**config.mk**
```make
export PLATFORM = sky130hd
export DESIGN_NAME = triple_coprime_ratio_estimator_core_flat
export DESIGN_NICKNAME = d
export VERILOG_FILES = /design/src/hw/rtl/tcre_pkg.sv /design/src/hw/rtl/tcre_in_if.sv /design/src/hw/rtl/tcre_out_if.sv /design/src/hw/rtl/tcre_ctrl.sv /design/src/hw/rtl/tcre_dp.sv /design/src/hw/rtl/triple_coprime_ratio_estimator_core.sv /design/src/flat_wrapper.sv
export SDC_FILE = /design/constraint.sdc
export NUM_CORES = 1
export LEC_CHECK = 0
export BUFFER_PORTS_ARGS = -buffer_cell sky130_fd_sc_hd__buf_2
export CAP_MARGIN = 10
export CELL_PAD_IN_SITES_DETAIL_PLACEMENT = 0
export CELL_PAD_IN_SITES_GLOBAL_PLACEMENT = 1
export CORE_MARGIN = 1
export CORE_UTILIZATION = 48
export CTS_CLUSTER_SIZE = 40
export DETAILED_ROUTE_END_ITERATION = 6
export PLACE_DENSITY_LB_ADDON = 0.05
export SKIP_LAST_GASP = 1
export SYNTH_ARGS = -nofsm -noshare
export SYNTH_HDL_FRONTEND = slang
export SYNTH_HIERARCHICAL = 1
export SYNTH_SLANG_ARGS = --single-unit
```
**constraint.sdc**
```tcl
create_clock -name clk -period 7.7 [get_ports clk]
set_input_delay 0.385 -clock clk [delete_from_list [all_inputs] [get_ports clk]]
set_output_delay 0.385 -clock clk [all_outputs]
set_load 0.02 [all_outputs]
```
**src/hw/rtl/tcre_pkg.sv**
```systemverilog
// Shared types and constants for the triple coprime ratio estimator.
// No dependencies; imported by the output interface, controller, datapath and top level.
package tcre_pkg;

  localparam int unsigned OUT_COUNT_BITS = 32;
  localparam int unsigned RATIO_BITS     = 48;

  // result item as held in the output register
  typedef struct packed {
    logic                      is_coprime;
    logic [OUT_COUNT_BITS-1:0] coprime_total;
    logic [OUT_COUNT_BITS-1:0] triple_total;
    logic [RATIO_BITS-1:0]     ratio_estimate;
    logic                      ratio_valid;
  } tcre_res_t;

  // controller -> datapath commands
  typedef struct packed {
    logic load_in;    // capture triple, start first gcd
    logic gcd_step;   // one binary gcd step
    logic gcd_next;   // start second gcd with third value
    logic cnt_upd;    // update counters from final gcd
    logic div_load;   // start ratio division
    logic div_step;   // one restoring division step
    logic out_load;   // move result into output register
  } tcre_cmd_t;

  // datapath -> controller status
  typedef struct packed {
    logic gcd_done;
    logic div_last;
    logic cnt_nonzero;
  } tcre_sts_t;

endpackage

```
**src/hw/rtl/tcre_in_if.sv**
```systemverilog
// Input channel interface: valid/ready handshake carrying one triple.
// Depends on nothing but the VALUE_BITS parameter.
interface tcre_in_if #(
  parameter int unsigned VALUE_BITS = 31
);
  logic                  valid;
  logic                  ready;
  logic [VALUE_BITS-1:0] first_value;
  logic [VALUE_BITS-1:0] second_value;
  logic [VALUE_BITS-1:0] third_value;

  modport source (output valid, first_value, second_value, third_value, input ready);
  modport sink   (input valid, first_value, second_value, third_value, output ready);
endinterface

```
**src/hw/rtl/tcre_out_if.sv**
```systemverilog
// Result channel interface: valid/ready handshake carrying flag, counts and ratio.
// Field widths come from tcre_pkg.
interface tcre_out_if
  import tcre_pkg::*;
();
  logic                      valid;
  logic                      ready;
  logic                      is_coprime;
  logic [OUT_COUNT_BITS-1:0] coprime_total;
  logic [OUT_COUNT_BITS-1:0] triple_total;
  logic [RATIO_BITS-1:0]     ratio_estimate;
  logic                      ratio_valid;

  modport source (output valid, is_coprime, coprime_total, triple_total, ratio_estimate,
                  ratio_valid, input ready);
  modport sink   (input valid, is_coprime, coprime_total, triple_total, ratio_estimate,
                  ratio_valid, output ready);
endinterface

```
**src/hw/rtl/tcre_ctrl.sv**
```systemverilog
// Controller state machine: sequences gcd, counter update, division and output load.
// Depends on tcre_pkg for the command and status structs.
module tcre_ctrl
  import tcre_pkg::*;
(
  input  logic      clk,
  input  logic      rst_n,
  input  logic      in_valid,
  output logic      in_ready,
  input  logic      out_free,
  input  tcre_sts_t sts,
  output tcre_cmd_t cmd
);

  localparam logic [2:0] S_IDLE = 3'd0;
  localparam logic [2:0] S_GCD1 = 3'd1;
  localparam logic [2:0] S_GCD2 = 3'd2;
  localparam logic [2:0] S_CNT  = 3'd3;
  localparam logic [2:0] S_DIV  = 3'd4;
  localparam logic [2:0] S_OUT  = 3'd5;

  logic [2:0] state_r;
  logic [2:0] state_nxt;

  always_comb begin
    state_nxt = state_r;
    cmd       = '0;
    in_ready  = 1'b0;
    unique case (state_r)
      S_IDLE: begin
        in_ready = 1'b1;
        if (in_valid) begin
          cmd.load_in = 1'b1;
          state_nxt   = S_GCD1;
        end
      end
      S_GCD1: begin
        if (sts.gcd_done) begin
          cmd.gcd_next = 1'b1;
          state_nxt    = S_GCD2;
        end else begin
          cmd.gcd_step = 1'b1;
        end
      end
      S_GCD2: begin
        if (sts.gcd_done) begin
          cmd.cnt_upd = 1'b1;
          state_nxt   = S_CNT;
        end else begin
          cmd.gcd_step = 1'b1;
        end
      end
      S_CNT: begin
        // no division while the coprime count is still zero
        if (sts.cnt_nonzero) begin
          cmd.div_load = 1'b1;
          state_nxt    = S_DIV;
        end else begin
          state_nxt = S_OUT;
        end
      end
      S_DIV: begin
        cmd.div_step = 1'b1;
        if (sts.div_last) begin
          state_nxt = S_OUT;
        end
      end
      S_OUT: begin
        if (out_free) begin
          cmd.out_load = 1'b1;
          state_nxt    = S_IDLE;
        end
      end
      default: begin
        state_nxt = S_IDLE;
      end
    endcase
  end

  always_ff @(posedge clk) begin
    if (!rst_n) begin
      state_r <= S_IDLE;
    end else begin
      state_r <= state_nxt;
    end
  end

endmodule

```
**src/hw/rtl/tcre_dp.sv**
```systemverilog
// Datapath: binary gcd unit, saturating counters and restoring divider.
// Depends on tcre_pkg; driven by commands from tcre_ctrl.
module tcre_dp
  import tcre_pkg::*;
#(
  parameter int unsigned VALUE_BITS = 31,
  parameter int unsigned COUNT_BITS = 32,
  parameter int unsigned FRAC_BITS  = 16
) (
  input  logic                  clk,
  input  logic                  rst_n,
  input  tcre_cmd_t             cmd,
  input  logic [VALUE_BITS-1:0] first_value,
  input  logic [VALUE_BITS-1:0] second_value,
  input  logic [VALUE_BITS-1:0] third_value,
  output tcre_sts_t             sts,
  output tcre_res_t             res
);

  localparam int unsigned KW    = $clog2(VALUE_BITS + 1);
  localparam int unsigned NBITS = COUNT_BITS + FRAC_BITS;
  localparam int unsigned DW    = $clog2(NBITS);
  localparam logic [COUNT_BITS-1:0] CNT_MAX = '1;

  // gcd unit
  logic [VALUE_BITS-1:0] u_r, u_nxt;
  logic [VALUE_BITS-1:0] v_r, v_nxt;
  logic [KW-1:0]         k_r, k_nxt;
  logic [VALUE_BITS-1:0] c_r;
  logic [VALUE_BITS-1:0] gcd_val;
  logic                  gcd_done;

  // counters
  logic [COUNT_BITS-1:0] cop_cnt_r;
  logic [COUNT_BITS-1:0] all_cnt_r;
  logic                  cop_r;

  // divider
  logic [NBITS-1:0]      num_r;
  logic [COUNT_BITS-1:0] rem_r;
  logic [RATIO_BITS-1:0] quo_r;
  logic                  over_r;
  logic [DW-1:0]         dcnt_r;
  logic [COUNT_BITS:0]   rem_sh;
  logic                  rem_ge;

  assign gcd_done = (u_r == '0) || (v_r == '0);
  // one operand is zero here, so the OR picks the other
  assign gcd_val  = VALUE_BITS'((u_r | v_r) << k_r);

  always_comb begin
    u_nxt = u_r;
    v_nxt = v_r;
    k_nxt = k_r;
    priority if (!u_r[0] && !v_r[0]) begin
      u_nxt = u_r >> 1;
      v_nxt = v_r >> 1;
      k_nxt = k_r + KW'(1);
    end else if (!u_r[0]) begin
      u_nxt = u_r >> 1;
    end else if (!v_r[0]) begin
      v_nxt = v_r >> 1;
    end else if (u_r >= v_r) begin
      u_nxt = (u_r - v_r) >> 1;
    end else begin
      v_nxt = (v_r - u_r) >> 1;
    end
  end

  always_ff @(posedge clk) begin
    if (cmd.load_in) begin
      u_r <= first_value;
      v_r <= second_value;
      c_r <= third_value;
      k_r <= '0;
    end else if (cmd.gcd_next) begin
      u_r <= gcd_val;
      v_r <= c_r;
      k_r <= '0;
    end else if (cmd.gcd_step && !gcd_done) begin
      u_r <= u_nxt;
      v_r <= v_nxt;
      k_r <= k_nxt;
    end
  end

  always_ff @(posedge clk) begin
    if (!rst_n) begin
      cop_cnt_r <= '0;
      all_cnt_r <= '0;
      cop_r     <= 1'b0;
    end else if (cmd.cnt_upd) begin
      cop_r <= (gcd_val == VALUE_BITS'(1));
      if ((gcd_val == VALUE_BITS'(1)) && (cop_cnt_r != CNT_MAX)) begin
        cop_cnt_r <= cop_cnt_r + COUNT_BITS'(1);
      end
      if (all_cnt_r != CNT_MAX) begin
        all_cnt_r <= all_cnt_r + COUNT_BITS'(1);
      end
    end
  end

  assign rem_sh = {rem_r, num_r[NBITS-1]};
  assign rem_ge = (rem_sh >= {1'b0, cop_cnt_r});

  always_ff @(posedge clk) begin
    if (cmd.div_load) begin
      num_r  <= {all_cnt_r, {FRAC_BITS{1'b0}}};
      rem_r  <= '0;
      quo_r  <= '0;
      over_r <= 1'b0;
      dcnt_r <= DW'(NBITS - 1);
    end else if (cmd.div_step) begin
      num_r <= num_r << 1;
      // a set top bit would be shifted out: quotient exceeds the ratio field
      if (quo_r[RATIO_BITS-1]) begin
        over_r <= 1'b1;
      end
      quo_r <= {quo_r[RATIO_BITS-2:0], rem_ge};
      if (rem_ge) begin
        rem_r <= COUNT_BITS'(rem_sh - {1'b0, cop_cnt_r});
      end else begin
        rem_r <= rem_sh[COUNT_BITS-1:0];
      end
      dcnt_r <= dcnt_r - DW'(1);
    end
  end

  assign sts.gcd_done    = gcd_done;
  assign sts.div_last    = (dcnt_r == '0);
  assign sts.cnt_nonzero = (cop_cnt_r != '0);

  always_comb begin
    res.is_coprime     = cop_r;
    res.coprime_total  = OUT_COUNT_BITS'(cop_cnt_r);
    res.triple_total   = OUT_COUNT_BITS'(all_cnt_r);
    res.ratio_valid    = (cop_cnt_r != '0);
    res.ratio_estimate = '0;
    if (cop_cnt_r != '0) begin
      res.ratio_estimate = over_r ? {RATIO_BITS{1'b1}} : quo_r;
    end
  end

endmodule

```
**src/hw/rtl/triple_coprime_ratio_estimator_core.sv**
```systemverilog
// Top level of the triple coprime ratio estimator: controller, datapath, output register.
// Depends on tcre_pkg, tcre_in_if, tcre_out_if, tcre_ctrl and tcre_dp.

// Takes one triple at a time: in_chan.ready is high only while the block is idle.
// Each triple runs two binary gcds on a shared subtract/shift unit (one step per
// cycle, at most about 2*VALUE_BITS steps each), a counter update, then a
// restoring divider at one quotient bit per cycle for COUNT_BITS+FRAC_BITS bits
// (skipped while no coprime triple has been seen), and finally loads the output
// register, waiting there while it still holds an untaken result. The output
// register lets the next triple start while a result waits to be taken; counters
// saturate at 2^COUNT_BITS-1 and the ratio at 2^48-1.
module triple_coprime_ratio_estimator_core
  import tcre_pkg::*;
#(
  parameter int unsigned VALUE_BITS = 31,
  parameter int unsigned COUNT_BITS = 32,
  parameter int unsigned FRAC_BITS  = 16
) (
  input logic        clk,
  input logic        rst_n,
  tcre_in_if.sink    in_chan,
  tcre_out_if.source out_chan
);

  tcre_cmd_t cmd;
  tcre_sts_t sts;
  tcre_res_t res;
  tcre_res_t out_data_r;
  logic      out_valid_r;
  logic      out_free;

  assign out_free = !out_valid_r || out_chan.ready;

  tcre_ctrl u_ctrl (
    .clk      (clk),
    .rst_n    (rst_n),
    .in_valid (in_chan.valid),
    .in_ready (in_chan.ready),
    .out_free (out_free),
    .sts      (sts),
    .cmd      (cmd)
  );

  tcre_dp #(
    .VALUE_BITS (VALUE_BITS),
    .COUNT_BITS (COUNT_BITS),
    .FRAC_BITS  (FRAC_BITS)
  ) u_dp (
    .clk          (clk),
    .rst_n        (rst_n),
    .cmd          (cmd),
    .first_value  (in_chan.first_value),
    .second_value (in_chan.second_value),
    .third_value  (in_chan.third_value),
    .sts          (sts),
    .res          (res)
  );

  always_ff @(posedge clk) begin
    if (!rst_n) begin
      out_valid_r <= 1'b0;
    end else if (cmd.out_load) begin
      out_valid_r <= 1'b1;
    end else if (out_chan.ready) begin
      out_valid_r <= 1'b0;
    end
  end

  always_ff @(posedge clk) begin
    if (cmd.out_load) begin
      out_data_r <= res;
    end
  end

  assign out_chan.valid          = out_valid_r;
  assign out_chan.is_coprime     = out_data_r.is_coprime;
  assign out_chan.coprime_total  = out_data_r.coprime_total;
  assign out_chan.triple_total   = out_data_r.triple_total;
  assign out_chan.ratio_estimate = out_data_r.ratio_estimate;
  assign out_chan.ratio_valid    = out_data_r.ratio_valid;

endmodule
```
**src/flat_wrapper.sv**
```systemverilog
// flat-port wrapper written by rule: the top's interface ports become plain ports
module triple_coprime_ratio_estimator_core_flat import tcre_pkg::*;
#(
  parameter int unsigned VALUE_BITS = 31,
  parameter int unsigned COUNT_BITS = 32,
  parameter int unsigned FRAC_BITS  = 16
)
  (clk, rst_n, in_chan_valid, in_chan_first_value, in_chan_second_value, in_chan_third_value, in_chan_ready, out_chan_valid, out_chan_is_coprime, out_chan_coprime_total, out_chan_triple_total, out_chan_ratio_estimate, out_chan_ratio_valid, out_chan_ready);
  tcre_in_if #(.VALUE_BITS(VALUE_BITS)) in_chan_i ();
  tcre_out_if out_chan_i ();
  input logic clk;
  input logic rst_n;
  input wire logic [$bits(in_chan_i.valid)-1:0] in_chan_valid;
  input wire logic [$bits(in_chan_i.first_value)-1:0] in_chan_first_value;
  input wire logic [$bits(in_chan_i.second_value)-1:0] in_chan_second_value;
  input wire logic [$bits(in_chan_i.third_value)-1:0] in_chan_third_value;
  output wire logic [$bits(in_chan_i.ready)-1:0] in_chan_ready;
  output wire logic [$bits(out_chan_i.valid)-1:0] out_chan_valid;
  output wire logic [$bits(out_chan_i.is_coprime)-1:0] out_chan_is_coprime;
  output wire logic [$bits(out_chan_i.coprime_total)-1:0] out_chan_coprime_total;
  output wire logic [$bits(out_chan_i.triple_total)-1:0] out_chan_triple_total;
  output wire logic [$bits(out_chan_i.ratio_estimate)-1:0] out_chan_ratio_estimate;
  output wire logic [$bits(out_chan_i.ratio_valid)-1:0] out_chan_ratio_valid;
  input wire logic [$bits(out_chan_i.ready)-1:0] out_chan_ready;
  assign in_chan_i.valid = in_chan_valid;
  assign in_chan_i.first_value = in_chan_first_value;
  assign in_chan_i.second_value = in_chan_second_value;
  assign in_chan_i.third_value = in_chan_third_value;
  assign in_chan_ready = in_chan_i.ready;
  assign out_chan_valid = out_chan_i.valid;
  assign out_chan_is_coprime = out_chan_i.is_coprime;
  assign out_chan_coprime_total = out_chan_i.coprime_total;
  assign out_chan_triple_total = out_chan_i.triple_total;
  assign out_chan_ratio_estimate = out_chan_i.ratio_estimate;
  assign out_chan_ratio_valid = out_chan_i.ratio_valid;
  assign out_chan_i.ready = out_chan_ready;
  triple_coprime_ratio_estimator_core #(.VALUE_BITS(VALUE_BITS), .COUNT_BITS(COUNT_BITS), .FRAC_BITS(FRAC_BITS)) u_core (.clk(clk), .rst_n(rst_n), .in_chan(in_chan_i), .out_chan(out_chan_i));
endmodule
```
**After elaboration in Yosys (flattened, before gate mapping)**

Cells that the tools add are included.

- Word-level logic and storage cells: 116
- Output and inout bits: 116
- Input port bits: 97
- Bits in registers: 400

- Equal/unequal tests: 16
- Reduce and logical (&&, ||, !) cells: 28
- Bitwise operators: 1
- Shift-type cells: 1
- Mux-type cells: 40
- $add $sub $neg: 7
- $lt $le $gt $ge: 2

Operators by type and width:

| cell | count |
|---|---|
| $mux 31 | 14 |
| $mux 48 | 3 |
| $add 32x1->32 const B | 2 |
| $ne 32x32->1 const B | 2 |
| $logic_not 31->1 | 2 |
| $sub 31x31->31 | 2 |
| $ge 33x32->1 | 1 |
| $mux 32 | 1 |
| $reduce_bool 32->1 | 1 |
| $sub 32x32->32 | 1 |
| $eq 31x1->1 const B | 1 |
| $ge 31x31->1 | 1 |
| $or 31x31->31 | 1 |
| $shl 31x5->31 | 1 |
| $pmux 3 s6 | 1 |
| $mux 1 | 16 |
| $mux 3 | 5 |
| $ne 5x1->1 const B | 2 |
| $reduce_and 2->1 | 5 |
| $eq 3x2->1 const B | 2 |
| $eq 3x3->1 const B | 2 |
| $logic_not 6->1 | 1 |
| $ne 2x2->1 const B | 3 |
| $reduce_and 3->1 | 2 |
| other kinds (14) | 23 |

**Logic depth before layout (Yosys ltp)**

- Depth in word-level cells: 8
- Mapped depth: 15
- Mapped depth without buffers: 13

**Modules after synthesis**

The synthesis kept the hierarchy.

By module, submodules not included:

| module | cells each | area each (sq um) | sequential area each (sq um) | times used |
|---|---|---|---|---|
| tcre_dp | 2425 | 21252.9 | 6896.6 | 1 |
| triple_coprime_ratio_estimator_core | 118 | 3472.1 | 3443.3 | 1 |
| tcre_ctrl | 35 | 271.5 | 60.1 | 1 |

**Least setup slack after synthesis**

No wires, ideal clock.

- Kind: flip-flop to flip-flop
- Start point: register u_core.u_ctrl.state_r[0]
- End point: register u_core.out_valid_r, in the netlist u_core/out_chan.valid
- Data required time: 7.623 ns
- Arrival time: 6.011 ns
- Library setup time: 0.077 ns
- Path buffers: 1
- Stages on the path, launching flop included: 6
- Slack: 1.612 ns
- Period minus slack after synthesis: 6.088 ns
- Cells stage by stage: dfxtp_1 buf_2 nand2_1 nor2_1 inv_1 a21boi_2

RTL lines:

| item | line | text |
|---|---|---|
| start, declared | tcre_ctrl.sv:22 | `logic [2:0] state_r;` |
| start signal, assigned | tcre_ctrl.sv:84 | `state_r <= state_nxt;` |
| end signal, assigned | triple_coprime_ratio_estimator_core.sv:61 | `out_valid_r <= 1'b0;` |
| end signal, assigned | triple_coprime_ratio_estimator_core.sv:63 | `out_valid_r <= 1'b1;` |
| end signal, assigned | triple_coprime_ratio_estimator_core.sv:65 | `out_valid_r <= 1'b0;` |
| end, declared | triple_coprime_ratio_estimator_core.sv:29 | `logic out_valid_r;` |

**Worst setup path in the final report**

- Start point: register u_core.u_dp.u_r[8]
- End point: register u_core.u_dp.v_r[25], data pin

- Word-level cells in the longest chain between the ends: 8
- Elaborated cells on any way between the ends: 12
- Classes of those cells: add/sub (1); mux (9); reduce/logical (2)

RTL lines:

| item | line | text |
|---|---|---|
| start, declared | tcre_dp.sv:26 | `logic [VALUE_BITS-1:0] u_r, u_nxt;` |
| start signal, assigned | tcre_dp.sv:72 | `u_r <= first_value;` |
| start signal, assigned | tcre_dp.sv:77 | `u_r <= gcd_val;` |
| start signal, assigned | tcre_dp.sv:81 | `u_r <= u_nxt;` |
| $sub 31x31->31 | tcre_dp.sv:66 | `v_nxt = (v_r - u_r) >> 1;` |
| $mux 31 | tcre_dp.sv:63 | `end else if (u_r >= v_r) begin` |
| $mux 31 | tcre_dp.sv:61 | `end else if (!v_r[0]) begin` |
| $mux 31 | tcre_dp.sv:59 | `end else if (!u_r[0]) begin` |
| $mux 31 | tcre_dp.sv:55 | `priority if (!u_r[0] && !v_r[0]) begin` |
| $mux 31 | tcre_dp.sv:80 | `end else if (cmd.gcd_step && !gcd_done) begin` |
| $mux 31 (*) | tcre_dp.sv:76 | `end else if (cmd.gcd_next) begin` |
| $mux 31 (*) | tcre_dp.sv:71 | `if (cmd.load_in) begin` |
| end signal, assigned | tcre_dp.sv:73 | `v_r <= second_value;` |
| end signal, assigned | tcre_dp.sv:78 | `v_r <= c_r;` |
| end signal, assigned | tcre_dp.sv:82 | `v_r <= v_nxt;` |
| end, declared | tcre_dp.sv:27 | `logic [VALUE_BITS-1:0] v_r, v_nxt;` |

Mark *: on every way between the ends. The rest lies on a longest branch, timed or not. The select of a mux whose other input is x is not followed.
A chain may end at the register's enable or synchronous reset.

==> flow_metrics.tcl <==
set metrics [dict create \
    finalSetupViolCount 0 \
    drt_iter0_markers 1841 \
    worstSetupEndpointType "flip-flop" \
    htreeDepth 2 \
    drtAntennaViolNets 0 \
    dr.pass1.iters 6 \
    slew_headroom_pct 14.88 \
    maxCapViolCount 0 \
    cts_tree "built" \
    routedWlPerCell_um 22.51 \
    finalClockSkew_ps 22.39 \
    area_growth_pct 12.90 \
    dp_hpwl_um 57310 \
    postCtsSetupBuffers 0 \
    hp-class "in2reg" \
    synth_simple_gate_area_share_pct 16.12 \
    cts.path.max_buffers 3 \
    synth-async-reset-ratio_pct 0 \
    start_util_pct 48.63 \
    worstRegToRegCells 12 \
    pre_cts_slack_ps 2655 \
    setup_slack_ps 2604 \
    final_hold_viol_count 0 \
    vias 20680 \
    cp_max_fo 9 \
    overflow 0 \
    syn-num-nets 2809 \
    syn_area_per_cell_um2 9.696 \
    worst_pin_slew_ps 1272 \
    antenna_found_initial 0 \
    cellPowerDensity_nw_per_um2 293.0 \
    antenna_cells 0 \
    synthMuxAreaShare_pct 9.701 \
    reg2reg_to "u_core/u_dp/v_r[25]" \
    leakagePower_nw 10.57 \
    ff2ff_setup_slack_ps 2600 \
    worstSetupPathType "reg2reg" \
    critPathRequiredTime_ps 8020 \
    whs_ps 71.28 \
    row_count 83 \
    ir_drop_v 0.0002182 \
    place.gp.congestion 0.9802 \
    rsz0062_at_grt "false" \
    startpoint_type "flip-flop" \
    grt_pass1_wl_um 119200 \
    timing.fmax_mhz 196.2 \
    yosys_most_used_dff "edfxtp_1" \
    fin_nets 2965 \
    ys_seq_elements 400 \
    syn_area_um2 25000 \
    synth_fa_ha_area_share_pct 6.797 \
    grt_max_degree 90 \
    synth_top_family_by_area "simple AND/OR/NAND/NOR gates" \
    io-pin-count 213 \
    clkSlewWorstSetupHoldPaths_ps 60 \
    synth_cells 2578 \
    wirelength_um 77670 \
    drive_gt1_share_pct 15.55 \
    insertion_delay_ps 610 \
    synth-edff-count 239 \
    fin_crit_sh_pct 66.18 \
    cts.sinks 400 \
    cp-endpoint "u_core/u_dp/v_r[25]" \
    port_buffers 212 \
    synth_warnings 6 \
    fin_crit_ps 5096 \
    dieArea_um2 52990 \
    maxSlewViolCount 0 \
    synth_compound_area_share_pct 15.61 \
    synth.distinct_cells 97 \
    via_per_inst 5.992 \
    grt_pass1_vias 19920 \
    grt_util_all_layers_pct 29.02 \
    synth_xor_area_share_pct 4.660 \
    synth-seq-area-share_pct 41.61 \
    ctsHoldBuffers 31 \
    crit_arrival_ps 5410 \
    die_w_um 230.2 \
    r2r-start "u_core/u_dp/u_r[8]" \
    final.setup.tns_ps 0 \
    outcome "finished, final reports clean" \
    clock-root-buffer "clkbuf_16" \
    dieHeight_um 230.2 \
    crit_start "u_core/u_dp/u_r[8]" \
    core-area_um2 51410 \
    cts_made_buffers 45 \
    drc_errors 0 \
    cts_resized 0 \
]
[critical path: stages, from the launching register on]
cell	delay, ps
edfxtp_1	410
inv_1	90
ha_1	420
nor4_1	700
nand2_1	90
o21ai_0	380
a211oi_1	200
o41ai_1	800
a21oi_1	450
o21bai_1	500
xnor2_1	180
a221oi_1	470
o31ai_1	120
[cells in the final DEF, fill, tap and decap left out, types with 23 or more instances in the layout]
cell type,instances
dlygate4sd3_1,31
and2_1,55
a221oi_1,47
a211oi_1,44
dfxtp_1,157
nor3_1,43
mux2_2,38
nor2_1,313
inv_1,157
buf_2,212
nand3_1,50
clkbuf_16,45
edfxtp_1,239
o21ai_0,105
xnor2_1,113
buf_4,23
nand2_1,129
a21o_1,30
nand2b_1,25
mux2i_1,105
nand4_1,30
mux4_2,38
ha_1,131
nor2b_1,37
o22ai_1,30
a21oi_1,155
o31ai_1,33
nor4_1,39
o21bai_1,27
[power by group]
part / switching, mW / leakage (nW) / internal, mW
clock network: 0.949 / 0.722 / 1.25
logic: 2.14 / 6.27 / 1.29
registers: 0.191 / 3.57 / 2.45
[layout make-up]
type                            count  area, um^2
Clock buffer                       51        1169
Clock inverter                     33       342.8
Fill cell                        4637       23180
Inverter                          165       619.3
Multi-Input combinational cell   1855       13270
Sequential cell                   400       10410
Tap cell                          680       850.8
Timing Repair Buffer              267        1564
[synth_stat cells, drive strengths merged, types with 8 or more instances]
cell | n | area (um^2)
mux2i | 105 | 1051
a211oi | 44 | 330.3
a21o | 30 | 225.2
o22ai | 30 | 187.7
a31oi | 9 | 56.30
inv | 160 | 600.6
xor2 | 20 | 175.2
nand4 | 31 | 209.0
and2 | 56 | 350.3
a22oi | 8 | 60.06
buf | 39 | 310.3
nor2b | 37 | 231.5
and3 | 12 | 75.07
nor3 | 45 | 236.5
dfxtp | 161 | 3223
nand2b | 26 | 170.2
o31ai | 35 | 267.8
a21boi | 21 | 161.4
nor4 | 41 | 286.5
or2 | 8 | 50.05
a221oi | 47 | 411.6
mux4 | 41 | 934.7
a2111oi | 8 | 76.32
mux2 | 39 | 439.2
nor2 | 319 | 1219
o21ai | 109 | 545.5
edfxtp | 239 | 7177
o21bai | 27 | 202.7
nand3 | 50 | 250.2
nand2 | 130 | 495.5
or3 | 21 | 131.4
clkbuf | 119 | 446.7
ha | 131 | 1639
a21oi | 157 | 793.3
xnor2 | 113 | 989.7
o21a | 8 | 60.06
a22o | 9 | 78.83
[sequential cells by signal, summed over array words and instances, names as in the netlist, 3 cells and up]
name and count:
u_core/u_ctrl/state_r 3, u_core/out_chan.ratio_estimate 48, u_core/u_dp/quo_r 48, u_core/u_dp/dcnt_r 6
u_core/out_chan.triple_total 32, u_core/u_dp/u_r 31, u_core/out_chan.coprime_total 32, u_core/u_dp/k_r 5
u_core/u_dp/num_r 32, u_core/u_dp/rem_r 32, u_core/u_dp/all_cnt_r 32, u_core/u_dp/cop_cnt_r 32
u_core/u_dp/c_r 31, u_core/u_dp/v_r 31
[through the flow]
stage	total power [mW]	util, %	cell area (um^2)	instances
after global placement	6.016	51.32	26380	3335
after CTS	8.235	54.86	28200	3450
after detailed placement	5.983	51.32	26380	3335
final	8.267	54.90	28220	3451
after global routing	8.659	54.90	28220	3451
after floorplan	4.986	-	25000	2578
[how the worst min path moves through the flow]
stage | startpoint | end | slack [ps] | depth (start not counted)
floorplan | u_core/u_dp/all_cnt_r[2] | u_core/out_chan.triple_total[2] | 410 | 0
global placement | u_core/u_dp/cop_r | u_core/out_chan.is_coprime | 420 | 0
detailed placement | u_core/u_dp/cop_r | u_core/out_chan.is_coprime | 430 | 0
CTS | in_chan_second_value[17] | u_core/u_dp/v_r[17] | 40 | 3
global route | in_chan_second_value[17] | u_core/u_dp/v_r[17] | 70 | 3
finish | in_chan_second_value[17] | u_core/u_dp/v_r[17] | 70 | 3
[cells by family after synthesis]
group / Yosys count
xor+xnor: 133
buf+inv: 323
fa+ha+maj: 134
simple gates: 813
compound gates: 590
mux: 185
flops: 400
[metal layers]
layer / vias to the layer above / wire, um / GRT usage [%]
li1: 9671 / - / -
met1: 10150 / 35110 / 41.39
met2: 751 / 34950 / 45.75
met3: 107 / 5638 / 4.328
met4: 0 / 1976 / 7.823
met5: - / 0 / 0
No activity file was read; power rests on OpenSTA's default activity.
